$ cat src/sv/circular_trajectory_generator_unit_assert.svh
// Assertion macros shared by the trajectory generator modules.
`ifndef CIRCULAR_TRAJECTORY_GENERATOR_UNIT_ASSERT_SVH
`define CIRCULAR_TRAJECTORY_GENERATOR_UNIT_ASSERT_SVH

// Same-cycle implication, checked outside reset.
`define CTG_ASSERT_SAME(label, ante, cons) \
  label: assert property (@(posedge clk) disable iff (rst) (ante) |-> (cons)) \
    else $error("assertion failed");

// Next-cycle implication, checked outside reset.
`define CTG_ASSERT_NEXT(label, ante, cons) \
  label: assert property (@(posedge clk) disable iff (rst) (ante) |=> (cons)) \
    else $error("assertion failed");

`endif

$ cat src/sv/ctg_pkg.sv
// Shared types, constants and tables for the circular trajectory generator.
package ctg_pkg;

  localparam int CORDIC_STEPS_DEF = 24;

  localparam logic [1:0] REG_RADIUS      = 2'd0;
  localparam logic [1:0] REG_SPEED_LIMIT = 2'd1;
  localparam logic [1:0] REG_ACCEL       = 2'd2;
  localparam logic [1:0] REG_RUN_TIME    = 2'd3;

  localparam int DIV_W = 57;
  localparam int MUL_W = 64;
  localparam int XY_W  = 42;
  localparam int Z_W   = 34;

  localparam logic [25:0] TURN_CONST   = 26'd44798134;
  localparam logic [30:0] GAIN_INV     = 31'd1304065748;
  localparam logic [31:0] USEC_PER_SEC = 32'd1000000;
  localparam logic [31:0] HALF_SEC_US  = 32'd500000;

  typedef struct packed {
    logic             start;
    logic [MUL_W-1:0] mcand;
    logic [31:0]      mplier;
    logic [5:0]       nbits;
  } mul_req_t;

  typedef struct packed {
    logic             start;
    logic [DIV_W-1:0] dividend;
    logic [31:0]      divisor;
  } div_req_t;

  // Arctangent of 2^-i in units of 2^-32 turn.
  function automatic logic [29:0] atan_turns(input logic [4:0] i);
    logic [29:0] r;
    begin
      case (i)
        5'd0:  r = 30'h20000000;
        5'd1:  r = 30'h12E4051D;
        5'd2:  r = 30'h09FB385B;
        5'd3:  r = 30'h051111D4;
        5'd4:  r = 30'h028B0D43;
        5'd5:  r = 30'h0145D7E1;
        5'd6:  r = 30'h00A2F61E;
        5'd7:  r = 30'h00517C55;
        5'd8:  r = 30'h0028BE53;
        5'd9:  r = 30'h00145F2E;
        5'd10: r = 30'h000A2F98;
        5'd11: r = 30'h000517CC;
        5'd12: r = 30'h00028BE6;
        5'd13: r = 30'h000145F3;
        5'd14: r = 30'h0000A2F9;
        5'd15: r = 30'h0000517C;
        5'd16: r = 30'h000028BE;
        5'd17: r = 30'h0000145F;
        5'd18: r = 30'h00000A2F;
        5'd19: r = 30'h00000517;
        5'd20: r = 30'h0000028B;
        5'd21: r = 30'h00000145;
        5'd22: r = 30'h000000A2;
        5'd23: r = 30'h00000051;
        5'd24: r = 30'h00000028;
        5'd25: r = 30'h00000014;
        5'd26: r = 30'h0000000A;
        5'd27: r = 30'h00000005;
        5'd28: r = 30'h00000002;
        5'd29: r = 30'h00000001;
        default: r = 30'h0;
      endcase
      return r;
    end
  endfunction

  function automatic logic [31:0] sat32(input logic signed [35:0] v);
    logic [31:0] r;
    begin
      if (v > 36'sh07FFFFFFF) r = 32'h7FFFFFFF;
      else if (v < -36'sh080000000) r = 32'h80000000;
      else r = v[31:0];
      return r;
    end
  endfunction

endpackage

$ cat src/sv/ctg_mul.sv
// Bit-serial shift-and-add multiplier, one multiplier bit per cycle.
`include "circular_trajectory_generator_unit_assert.svh"
module ctg_mul (
  input  logic                    clk,
  input  logic                    rst,
  input  ctg_pkg::mul_req_t       req,
  output logic                    done,
  output logic [ctg_pkg::MUL_W-1:0] prod
);
  import ctg_pkg::*;

  logic [MUL_W-1:0] acc;
  logic [MUL_W-1:0] mc;
  logic [31:0]      mp;
  logic [5:0]       cnt;
  logic             busy;

  always_ff @(posedge clk) begin
    if (rst) begin
      busy <= 1'b0;
      done <= 1'b0;
      cnt  <= '0;
    end else begin
      done <= !req.start && busy && (cnt == 6'd1);
      if (req.start) begin
        busy <= 1'b1;
        cnt  <= req.nbits;
        acc  <= '0;
        mc   <= req.mcand;
        mp   <= req.mplier;
      end else if (busy) begin
        if (mp[0]) acc <= acc + mc;
        mc  <= {mc[MUL_W-2:0], 1'b0};
        mp  <= {1'b0, mp[31:1]};
        cnt <= cnt - 6'd1;
        if (cnt == 6'd1) begin
          busy <= 1'b0;
        end
      end
    end
  end

  assign prod = acc;

  `CTG_ASSERT_NEXT(a_mul_done_pulse, done, !done)
  `CTG_ASSERT_SAME(a_mul_done_idle, done, !busy)
endmodule

$ cat src/sv/ctg_div.sv
// Restoring bit-serial divider, one quotient bit per cycle.
`include "circular_trajectory_generator_unit_assert.svh"
module ctg_div (
  input  logic                      clk,
  input  logic                      rst,
  input  ctg_pkg::div_req_t         req,
  output logic                      done,
  output logic [ctg_pkg::DIV_W-1:0] quo,
  output logic [31:0]               rem
);
  import ctg_pkg::*;

  logic [31:0] dvsr;
  logic [5:0]  cnt;
  logic        busy;
  logic [32:0] trial;

  assign trial = {rem, quo[DIV_W-1]};

  always_ff @(posedge clk) begin
    if (rst) begin
      busy <= 1'b0;
      done <= 1'b0;
      cnt  <= '0;
    end else begin
      done <= !req.start && busy && (cnt == 6'd1);
      if (req.start) begin
        busy <= 1'b1;
        cnt  <= 6'(DIV_W);
        rem  <= '0;
        quo  <= req.dividend;
        dvsr <= req.divisor;
      end else if (busy) begin
        if (trial >= {1'b0, dvsr}) begin
          rem <= 32'(trial - {1'b0, dvsr});
          quo <= {quo[DIV_W-2:0], 1'b1};
        end else begin
          rem <= trial[31:0];
          quo <= {quo[DIV_W-2:0], 1'b0};
        end
        cnt <= cnt - 6'd1;
        if (cnt == 6'd1) begin
          busy <= 1'b0;
        end
      end
    end
  end

  `CTG_ASSERT_SAME(a_div_rem_small, done && dvsr != 32'd0, rem < dvsr)
  `CTG_ASSERT_NEXT(a_div_done_pulse, done, !done)
endmodule

$ cat src/sv/ctg_cordic.sv
// Iterative rotation-mode CORDIC, one micro-rotation per cycle.
`include "circular_trajectory_generator_unit_assert.svh"
module ctg_cordic #(
  parameter int STEPS = ctg_pkg::CORDIC_STEPS_DEF
) (
  input  logic                            clk,
  input  logic                            rst,
  input  logic                            start,
  input  logic signed [ctg_pkg::XY_W-1:0] x0,
  input  logic signed [ctg_pkg::Z_W-1:0]  z0,
  output logic                            done,
  output logic signed [ctg_pkg::XY_W-1:0] x,
  output logic signed [ctg_pkg::XY_W-1:0] y
);
  import ctg_pkg::*;

  localparam int CW = $clog2(STEPS) + 1;

  logic signed [Z_W-1:0]  z;
  logic [CW-1:0]          i;
  logic                   busy;
  logic signed [XY_W-1:0] dx;
  logic signed [XY_W-1:0] dy;
  logic signed [Z_W-1:0]  at;

  assign dx = y >>> i[4:0];
  assign dy = x >>> i[4:0];
  assign at = signed'({{(Z_W-30){1'b0}}, atan_turns(i[4:0])});

  always_ff @(posedge clk) begin
    if (rst) begin
      busy <= 1'b0;
      done <= 1'b0;
      i    <= '0;
    end else begin
      done <= !start && busy && (i == CW'(STEPS - 1));
      if (start) begin
        busy <= 1'b1;
        i    <= '0;
        x    <= x0;
        y    <= '0;
        z    <= z0;
      end else if (busy) begin
        if (!z[Z_W-1]) begin
          x <= x - dx;
          y <= y + dy;
          z <= z - at;
        end else begin
          x <= x + dx;
          y <= y - dy;
          z <= z + at;
        end
        i <= i + 1'b1;
        if (i == CW'(STEPS - 1)) begin
          busy <= 1'b0;
        end
      end
    end
  end

  `CTG_ASSERT_NEXT(a_cordic_done_pulse, done, !done && !busy)
endmodule

$ cat src/sv/circular_trajectory_generator_unit.sv
// Circular trajectory generator top level: control sequencer, registers and ports.
// One tick in gives one pose out. Each tick runs through a bit-serial multiplier
// (five products when the radius is nonzero, two otherwise), a bit-serial divider
// (three times when the radius is nonzero, once otherwise) and an iterative CORDIC,
// with registered start and done handoffs around each unit. Only one tick is in
// flight at a time, since the serial multiplier and divider are shared; a finished
// pose waits in ST_TARGET while the previous pose is still held untaken in the
// output register. A new tick is accepted as soon as the previous pose has
// been placed in the output register, even if it is not yet taken.
`include "circular_trajectory_generator_unit_assert.svh"
module circular_trajectory_generator_unit #(
  parameter int CORDIC_STEPS = ctg_pkg::CORDIC_STEPS_DEF
) (
  input  logic         clk,
  input  logic         rst,
  input  logic         s_tvalid,
  output logic         s_tready,
  input  logic [79:0]  s_tdata,   // period_us[15:0], start_x[47:16], start_y[79:48]
  output logic         m_tvalid,
  input  logic         m_tready,
  // target_x[31:0], target_y[63:32], offset_x[95:64], offset_y[127:96],
  // speed_now[158:128], finished[159]
  output logic [159:0] m_tdata,
  input  logic         psel,
  input  logic         penable,
  input  logic         pwrite,
  input  logic [3:0]   paddr,
  input  logic [31:0]  pwdata,
  output logic [31:0]  prdata,
  output logic         pready
);
  import ctg_pkg::*;

  typedef enum logic [3:0] {
    ST_IDLE, ST_STEP_MUL, ST_STEP_DIV, ST_SPEED, ST_NUM_MUL, ST_Q_DIV,
    ST_QC_MUL, ST_RC_MUL, ST_RC_DIV, ST_GAIN_MUL, ST_CORDIC, ST_TARGET
  } state_t;

  state_t state;

  logic [30:0] radius, speed_limit, accel;
  logic [31:0] run_time_us;
  logic [31:0] elapsed_us, phase, origin_x, origin_y;
  logic [30:0] speed;
  logic [15:0] period;
  logic [31:0] step;
  logic [31:0] rreg;
  logic [47:0] qc;
  logic        flip;
  logic [31:0] ox, oy;

  mul_req_t mreq;
  div_req_t dreq;
  logic             mul_done, div_done, cor_done;
  logic [MUL_W-1:0] mul_prod;
  logic [DIV_W-1:0] div_quo;
  logic [31:0]      div_rem;
  logic             cor_start;
  logic signed [XY_W-1:0] cor_x0, cor_x, cor_y;
  logic signed [Z_W-1:0]  cor_z0;

  ctg_mul u_mul (.clk, .rst, .req(mreq), .done(mul_done), .prod(mul_prod));
  ctg_div u_div (.clk, .rst, .req(dreq), .done(div_done), .quo(div_quo), .rem(div_rem));
  ctg_cordic #(.STEPS(CORDIC_STEPS)) u_cordic (
    .clk, .rst, .start(cor_start), .x0(cor_x0), .z0(cor_z0),
    .done(cor_done), .x(cor_x), .y(cor_y)
  );

  // Configuration port.
  logic cfg_wr;
  assign cfg_wr = psel && penable && pwrite;
  assign pready = 1'b1;

  always_comb begin
    case (paddr[3:2])
      REG_RADIUS:      prdata = {1'b0, radius};
      REG_SPEED_LIMIT: prdata = {1'b0, speed_limit};
      REG_ACCEL:       prdata = {1'b0, accel};
      REG_RUN_TIME:    prdata = run_time_us;
      default:         prdata = '0;
    endcase
  end

  // Tick front end.
  logic [15:0] in_period;
  logic [32:0] el_sum;
  logic [31:0] el_new;
  assign in_period = s_tdata[15:0];
  assign el_sum    = {1'b0, elapsed_us} + {17'b0, in_period};
  assign el_new    = el_sum[32] ? 32'hFFFFFFFF : el_sum[31:0];
  assign s_tready  = (state == ST_IDLE);

  // Speed ramp.
  logic signed [33:0] sp_a, sp_b, sp_new;
  logic signed [33:0] lim_s;
  assign lim_s = signed'({3'b0, speed_limit});
  always_comb begin
    sp_a = signed'({3'b0, speed});
    if (sp_a < lim_s && elapsed_us < run_time_us) sp_a = sp_a + signed'({2'b0, step});
    sp_b = sp_a;
    if (sp_b > 34'sd0 && elapsed_us > run_time_us) sp_b = sp_b - signed'({2'b0, step});
    sp_new = sp_b;
    if (sp_new < 34'sd0) sp_new = '0;
    if (sp_new > lim_s) sp_new = lim_s;
  end

  // Angle folding into the CORDIC range.
  logic signed [Z_W-1:0] ang;
  logic                  ang_flip;
  always_comb begin
    ang = signed'({{(Z_W-32){phase[31]}}, phase});
    ang_flip = 1'b0;
    if (ang > 34'sh040000000) begin
      ang = ang - 34'sh080000000;
      ang_flip = 1'b1;
    end else if (ang < -34'sh040000000) begin
      ang = ang + 34'sh080000000;
      ang_flip = 1'b1;
    end
  end

  // Rounding of CORDIC results and offsets.
  logic signed [XY_W-1:0] xr, yr;
  logic signed [35:0]     cx, sy, ox_w;
  assign xr   = (cor_x + XY_W'(128)) >>> 8;
  assign yr   = (cor_y + XY_W'(128)) >>> 8;
  assign cx   = flip ? -xr[35:0] : xr[35:0];
  assign sy   = flip ? -yr[35:0] : yr[35:0];
  assign ox_w = signed'({5'b0, radius}) - cx;

  logic signed [35:0] tx_w, ty_w;
  assign tx_w = signed'({{4{origin_x[31]}}, origin_x}) + signed'({{4{ox[31]}}, ox});
  assign ty_w = signed'({{4{origin_y[31]}}, origin_y}) + signed'({{4{oy[31]}}, oy});

  logic [47:0] inc_sum;
  assign inc_sum = qc + div_quo[47:0];

  // Start pulses for the serial units, issued on the state transitions below.
  logic mul_start_next, div_start_next, cor_start_next;
  assign mul_start_next = (state == ST_IDLE && s_tvalid) || (state == ST_SPEED) ||
                          (state == ST_Q_DIV && div_done) ||
                          (state == ST_QC_MUL && mul_done) ||
                          (state == ST_RC_DIV && div_done);
  assign div_start_next = mul_done && (state == ST_STEP_MUL || state == ST_NUM_MUL ||
                                       state == ST_RC_MUL);
  assign cor_start_next = (state == ST_GAIN_MUL) && mul_done;

  always_ff @(posedge clk) begin
    if (rst) begin
      state       <= ST_IDLE;
      radius      <= 31'd838861;
      speed_limit <= 31'd1677722;
      accel       <= 31'd3355443;
      run_time_us <= 32'd3000000;
      elapsed_us  <= '0;
      speed       <= '0;
      phase       <= '0;
      origin_x    <= '0;
      origin_y    <= '0;
      m_tvalid    <= 1'b0;
      mreq.start  <= 1'b0;
      dreq.start  <= 1'b0;
      cor_start   <= 1'b0;
    end else begin
      mreq.start <= mul_start_next;
      dreq.start <= div_start_next;
      cor_start  <= cor_start_next;
      if (m_tvalid && m_tready && state != ST_TARGET) m_tvalid <= 1'b0;
      if (cfg_wr) begin
        case (paddr[3:2])
          REG_RADIUS:      radius      <= pwdata[30:0];
          REG_SPEED_LIMIT: speed_limit <= pwdata[30:0];
          REG_ACCEL:       accel       <= pwdata[30:0];
          REG_RUN_TIME:    run_time_us <= pwdata;
          default: ;
        endcase
      end
      case (state)
        ST_IDLE: begin
          if (s_tvalid) begin
            period     <= in_period;
            elapsed_us <= el_new;
            if (el_new == 32'd0) begin
              origin_x <= s_tdata[47:16];
              origin_y <= s_tdata[79:48];
            end
            mreq.mcand  <= {33'b0, accel};
            mreq.mplier <= {16'b0, in_period};
            mreq.nbits  <= 6'd16;
            state       <= ST_STEP_MUL;
          end
        end
        ST_STEP_MUL: begin
          if (mul_done) begin
            dreq.dividend <= mul_prod[DIV_W-1:0] + {25'b0, HALF_SEC_US};
            dreq.divisor  <= USEC_PER_SEC;
            state         <= ST_STEP_DIV;
          end
        end
        ST_STEP_DIV: begin
          if (div_done) begin
            step  <= div_quo[31:0];
            state <= ST_SPEED;
          end
        end
        ST_SPEED: begin
          speed <= sp_new[30:0];
          if (radius != 31'd0) begin
            mreq.mcand  <= {33'b0, sp_new[30:0]};
            mreq.mplier <= {16'b0, period};
            mreq.nbits  <= 6'd16;
            state       <= ST_NUM_MUL;
          end else begin
            mreq.mcand  <= {33'b0, GAIN_INV};
            mreq.mplier <= {1'b0, radius};
            mreq.nbits  <= 6'd31;
            state       <= ST_GAIN_MUL;
          end
        end
        ST_NUM_MUL: begin
          if (mul_done) begin
            dreq.dividend <= mul_prod[DIV_W-1:0];
            dreq.divisor  <= {1'b0, radius};
            state         <= ST_Q_DIV;
          end
        end
        ST_Q_DIV: begin
          if (div_done) begin
            rreg        <= div_rem;
            mreq.mcand  <= {7'b0, div_quo};
            mreq.mplier <= {6'b0, TURN_CONST};
            mreq.nbits  <= 6'd26;
            state       <= ST_QC_MUL;
          end
        end
        ST_QC_MUL: begin
          if (mul_done) begin
            qc          <= mul_prod[47:0];
            mreq.mcand  <= {32'b0, rreg};
            mreq.mplier <= {6'b0, TURN_CONST};
            mreq.nbits  <= 6'd26;
            state       <= ST_RC_MUL;
          end
        end
        ST_RC_MUL: begin
          if (mul_done) begin
            dreq.dividend <= mul_prod[DIV_W-1:0];
            dreq.divisor  <= {1'b0, radius};
            state         <= ST_RC_DIV;
          end
        end
        ST_RC_DIV: begin
          if (div_done) begin
            // Only bits 47:16 of the scaled increment reach the phase.
            phase       <= phase + inc_sum[47:16];
            mreq.mcand  <= {33'b0, GAIN_INV};
            mreq.mplier <= {1'b0, radius};
            mreq.nbits  <= 6'd31;
            state       <= ST_GAIN_MUL;
          end
        end
        ST_GAIN_MUL: begin
          if (mul_done) begin
            cor_x0    <= signed'({3'b0, mul_prod[61:23]});
            cor_z0    <= ang;
            flip      <= ang_flip;
            state     <= ST_CORDIC;
          end
        end
        ST_CORDIC: begin
          if (cor_done) begin
            ox    <= sat32(ox_w);
            oy    <= sat32(sy);
            state <= ST_TARGET;
          end
        end
        ST_TARGET: begin
          if (!m_tvalid || m_tready) begin
            m_tvalid <= 1'b1;
            m_tdata  <= {elapsed_us >= run_time_us, speed, oy, ox,
                         sat32(ty_w), sat32(tx_w)};
            state    <= ST_IDLE;
          end
        end
        default: state <= ST_IDLE;
      endcase
    end
  end

  `CTG_ASSERT_NEXT(a_one_tick_at_a_time, s_tvalid && s_tready, !s_tready)
  `CTG_ASSERT_SAME(a_speed_in_limit, state == ST_TARGET, speed <= speed_limit)
  `CTG_ASSERT_SAME(a_no_zero_divisor, dreq.start, dreq.divisor != 32'd0)
endmodule
$ cat config.mk
export PLATFORM = sky130hd
export DESIGN_NAME = circular_trajectory_generator_unit
export DESIGN_NICKNAME = d
export VERILOG_FILES = /design/src/sv/ctg_pkg.sv /design/src/sv/ctg_mul.sv /design/src/sv/ctg_div.sv /design/src/sv/ctg_cordic.sv /design/src/sv/circular_trajectory_generator_unit.sv
export VERILOG_INCLUDE_DIRS = /design/src /design/src/sv
export SDC_FILE = /design/constraint.sdc
export NUM_CORES = 2
export LEC_CHECK = 0
export BUFFER_PORTS_ARGS = -buffer_cell sky130_fd_sc_hd__buf_2
export CORE_MARGIN = 2
export CORE_UTILIZATION = 32
export CTS_BUF_LIST = sky130_fd_sc_hd__clkbuf_4
export DETAILED_ROUTE_END_ITERATION = 10
export PLACE_DENSITY = 0.59
export SLEW_MARGIN = 10
export SYNTH_ARGS = -nofsm -noshare
export SYNTH_HDL_FRONTEND = slang
export SYNTH_SLANG_ARGS = --single-unit
$ cat constraint.sdc
create_clock -name clk -period 29.4 [get_ports clk]
set_clock_uncertainty 0.2 [all_clocks]
set_input_delay 5.88 -clock clk [delete_from_list [all_inputs] [get_ports clk]]
set_output_delay 5.88 -clock clk [all_outputs]
set_load 0.01 [all_outputs]
* Yosys cells after proc, flatten, opt, wreduce, memory -nomap -nowiden
Memories as Yosys holds them, arrays and structs flattened. A register that Yosys moved wholly into a read port is not among the register bits.
Index checks and enable logic that the tools add are counted.
** Storage, ports and cells
- Memories kept :: 1
- ROM bits :: 960
- Bits of input ports :: 123
- Output and inout bits :: 195
- Register bits :: 1332
- Word-level logic and storage cells :: 267
** Memory list
- (no name shown) :: words 32, width 30, rd ports 1, clocked after memory_dff 1, write ports 0, RTL line ctg_pkg.sv:38 : case (i)
** Operators by class
- Muxes and demuxes :: 74
- Bitwise operators :: 1
- Add/subtract/negate cells :: 26
- Order comparisons :: 18
- Shifts and indexed selects :: 2
- Eq/ne operators :: 30
- Reductions and logical operators :: 64
** Operators by type and width (number)
- $pmux W102 S5 :: 1
- $mux W102 :: 4
- $mux W32 :: 9
- $mux W64 :: 4
- $mux W34 :: 7
- $mux W89 :: 2
- $pmux W89 S2 :: 1
- $mux W42 :: 4
- $pmux W32 S4 :: 1
- $mux W57 :: 2
- $add A42 B42 Y42 :: 2
- $add A42 B9 Y42 const B :: 2
- $sshr A42 B5 Y42 :: 2
- $sub A42 B42 Y42 :: 2
- $gt A36 B32 Y1 const B :: 2
- $lt A36 B32 Y1 const B :: 2
- $mux W36 :: 2
- $neg A36 Y36 :: 2
- $mux W69 :: 1
- $add A32 B32 Y33 :: 2
- $gt A33 B32 Y1 const B :: 2
- $lt A33 B32 Y1 const B :: 2
- $add A64 B64 Y64 :: 1
- $add A57 B19 Y57 const B :: 1
- 58 further kinds :: 155

* Depth between registers and ports, before layout
- Depth in word-level cells :: 12
- Mapped depth :: 48
- Mapped depth without buffers :: 40

* Cells and area by module
From an unflattened synthesis, not the netlist that was laid out.
** Unflattened totals
- Cell total of the unflattened synthesis :: 9395
- Area total of the unflattened synthesis :: 91321.3 µm²
** Modules (own cells, without submodules)
- circular_trajectory_generator_unit :: times used 1, cells each 5358, sequential area each 23953.0 µm², area each 52520.4 µm²
- ctg_cordic :: times used 1, cells each 2451, sequential area each 4304.1 µm², area each 21139.0 µm²
- ctg_mul :: times used 1, cells each 968, sequential area each 4964.8 µm², area each 10498.8 µm²
- ctg_div :: times used 1, cells each 618, sequential area each 3793.6 µm², area each 7163.1 µm²

* Worst setup path before layout
OpenSTA, ideal clock, no wires.
- Path type :: in2reg
- Start :: input port rst
- End :: register dreq[0] (netlist bit) (enable)
- Path buffers :: 2
- Data arrival time :: 14.690 ns
- Cell stages on the path :: 3
- Data required time :: 28.449 ns
- Library setup time :: 0.751 ns
- Setup slack :: 13.759 ns
- Path through :: clkbuf_1 > clkbuf_1 > nor4_1
** On the way
- Cells in the longest elaborated chain, start to end :: 2
** RTL lines
- from (decl) :: RTL line circular_trajectory_generator_unit.sv:15 : input logic rst,
- $not A1 Y1 (no source line)
- $reduce_and A4 Y1 (no source line)
- to (decl) :: RTL line circular_trajectory_generator_unit.sv:53 : div_req_t dreq;
Every way passes these cells.
A chain may end at the register's enable or synchronous reset.

* Worst setup path in the final report
- Start :: input port paddr[2]
- End :: output port prdata[25]
** On the way
- Cells in the longest elaborated chain, start to end :: 2
- Elaborated cells between the ends (all ways) :: 5
- Those cells by class :: eq/ne (3); mux (1); reduce/logical (1)
** RTL lines
- from (decl) :: RTL line circular_trajectory_generator_unit.sv:27 : input logic [3:0] paddr,
- $eq A2 B2 Y1, or another cell as far along :: RTL line circular_trajectory_generator_unit.sv:75 : case (paddr[3:2])
- $pmux W32 S4 (*) :: RTL line circular_trajectory_generator_unit.sv:75
- to (decl) :: RTL line circular_trajectory_generator_unit.sv:29 : output logic [31:0] prdata,
Every way passes the cells marked *; elsewhere a longest branch is shown, timed or not.

==> impl_metrics.toml <==
[clock_tree]
cts-buffers-inserted = 365
root_buffer = "clkbuf_4"
cts.repair.resized = 0
clkTransAtPathRegs_ns = 0.07
hold_buffers = 0
cts_setup_buffers = 0
cts_tree = "yes"
clk_latency_ns = 1.25
clock-sinks = 1342
cts.path.max_buffers = 4
htree_num_levels = 5

[cells_and_area]
nets = 9808
drive_gt1_frac = 0.153
final_cells = 13000
syn2layout_area_growth_pct = 11.7

[grt]
grt_use_total = 0.197
grt_max_degree = 98
grt-ovfl-total = 0
grt_pass1_vias = 67600
grt_pass1_wl_mm = 417
antenna_found_initial = 13

[sta]
slew_viol_final = 0
hold_ws_ns = 0.202
rsz0062_at_grt = "no"
finalHoldViolCount = 0
tns_ns = 0
period_minus_slack_ns = 13.44
min_period_over_period = 0.457
setup_viol = 0
slew_headroom = 0.163
fmax_ghz = 0.0744
finalWorstSetupSlack_ns = 15.96
worst_pin_slew_ns = 1.26

[floorplanning]
dieWidth_um = 524
row_count = 190
die_y_um = 524
io_pins = 318
initial_utilization = 0.322
dieArea_mm2 = 0.274
core_mm2 = 0.268

[critical_path]
startpoint = "paddr[2]"
path_max_fanout = 40
path_cells = "buf_2, buf_4, mux4_2, buf_2"
max_stage_delay_ns = 0.66
r2r-start = "speed_limit[4]"
cp_common_cell = "buf_2"
path_class = "primary input to output port"
critPathArrivalTime_ns = 7.36
required_ns = 23.32
startpoint_type = "primary input"
end_kind = "output port"
crit_slowest_cell = "mux4_2"

[route]
wl_mm = 280
wl_per_cell_um = 21.6
drt_iter0_markers = 6453
via_count = 70500
ant_nets = 0
vias_per_cell = 5.44
dr.pass1.iters = 8
route.detailed.drc = 0

[yosys]
synth_fp_nets = 9423
synth.top_cells.by_count = "edfxtp_1, nand2_1, a21oi_1"
synth_enable_flop_cells = 996
avgSynthCellArea_um2 = 9.92
ys_seq_area_frac = 0.426
synth_most_common_cell = "edfxtp_1"
yosysTopAreaCell = "edfxtp_1"
synthesis.area_mm2 = 0.0865
synth_flop_cell = "edfxtp_1"
async_reset_ff_frac = 0
ys_warn_count = 0
synth_cells = 8718
ys_ff_latch = 1342
synth_area_leaders = "edfxtp_1, ha_1, dfxtp_1"
synth.distinct_cells = 110
post-synth-top-area-fraction = 0.346

[place]
place.gp.congestion = 0.944
dpl.hpwl_mm = 209
place_ws_ns = 15.96
port-buffer-count = 314
dp_cells = 12300

[worst_hold_path]
hold_class = "flip-flop to flip-flop"
min_from = "ox[15]"

[outcome]
status = "completed"

[pwr]
powerDensity_mw_per_mm2 = 54.2
p_leak_nw = 37.2
vdd_drop_max_uv = 34.2
power_mw = 5.23

[job]
maxCapViolations = 0
-- flip-flops by register name, indices dropped and copies added, names as in the netlist, 34 cells and up --
name and count:
cor_x0 39, dreq 89, m_tdata 160, mreq 91, qc 48, u_cordic.x 42
u_cordic.y 42, u_cordic.z 34, u_div.quo 57, u_mul.mc 62, u_mul.prod 62
-- power breakdown --
part           total [mW]  internal, mW  switching (mW)
clock                1.75         0.890           0.859
sequential           2.34          2.23           0.116
combinational        1.14         0.437           0.705
total                5.23          3.55            1.68
-- critical path: cells and delay by family --
family / cells / cell delay, ns
buffers and inverters: 3 / 0.79
multiplexers: 1 / 0.66
-- stage by stage --
step,instance area [um^2],util
2_1_floorplan,86500,-
3_3_place_gp,91800,0.342
3_5_place_dp,91800,0.342
4_1_cts,96500,0.360
5_1_grt,96600,0.360
6_report,96600,0.360
-- cells by family after synthesis --
family,Yosys count,synth area share
xor gates and xnor gates,670,0.0680
adders and majority gates,586,0.0857
and+or+nand+nor,2667,0.145
AOI/OAI and AO/OA,2199,0.159
buffers and inverters,758,0.0347
other,1,0.0000434
DFF,1342,0.426
muxes,495,0.0809
-- layout by cell type (no fill, tap or decap), types with 94 or more instances in the layout --
master	netlist	final
nand2_1	884	884
edfxtp_1	996	996
dfxtp_1	346	339
inv_1	345	343
nand3_1	215	215
ha_1	570	570
nor3_1	177	174
buf_4	9	109
a21oi_1	787	787
a21o_1	203	203
mux4_2	144	144
mux2i_1	164	164
clkbuf_4	0	526
xor2_1	260	260
mux2_2	186	186
o21a_1	95	95
xnor2_1	409	409
nand2b_1	105	105
clkinv_1	2	94
o21ai_0	420	420
and3_1	117	115
nor2_1	672	665
buf_2	43	313
and2_1	99	98
-- final timing paths --
| kind | endpoint | slack, ns | cells after the start |
|---|---|---|---|
| setup reg to reg | mreq[64] | 16.36 | 39 |
| hold / removal | m_tdata[79] | 0.20 | 0 |
| hold reg to reg | m_tdata[79] | 0.20 | 0 |
| setup / recovery | prdata[25] | 15.96 | 4 |
-- per-layer routing --
metal  vias to the layer above  routed length, um  track usage
met5                         -                 13            0
met3                       588              20800       0.0357
met1                     34100             122000        0.264
met4                         2              12900       0.0891
li1                      33200                  -            -
met2                      2641             125000        0.308
-- final cells by class --
class	count	area, um^2
fill	27000	172000
multi-input combinational	6618	46800
sequential	1342	36900
tap	3552	4440
clock buffer	526	3950
timing repair buffer	423	2400
inverter	353	1330
clock inverter	136	788
antenna	11	27.5
Power figures use the tool's default switching activity.
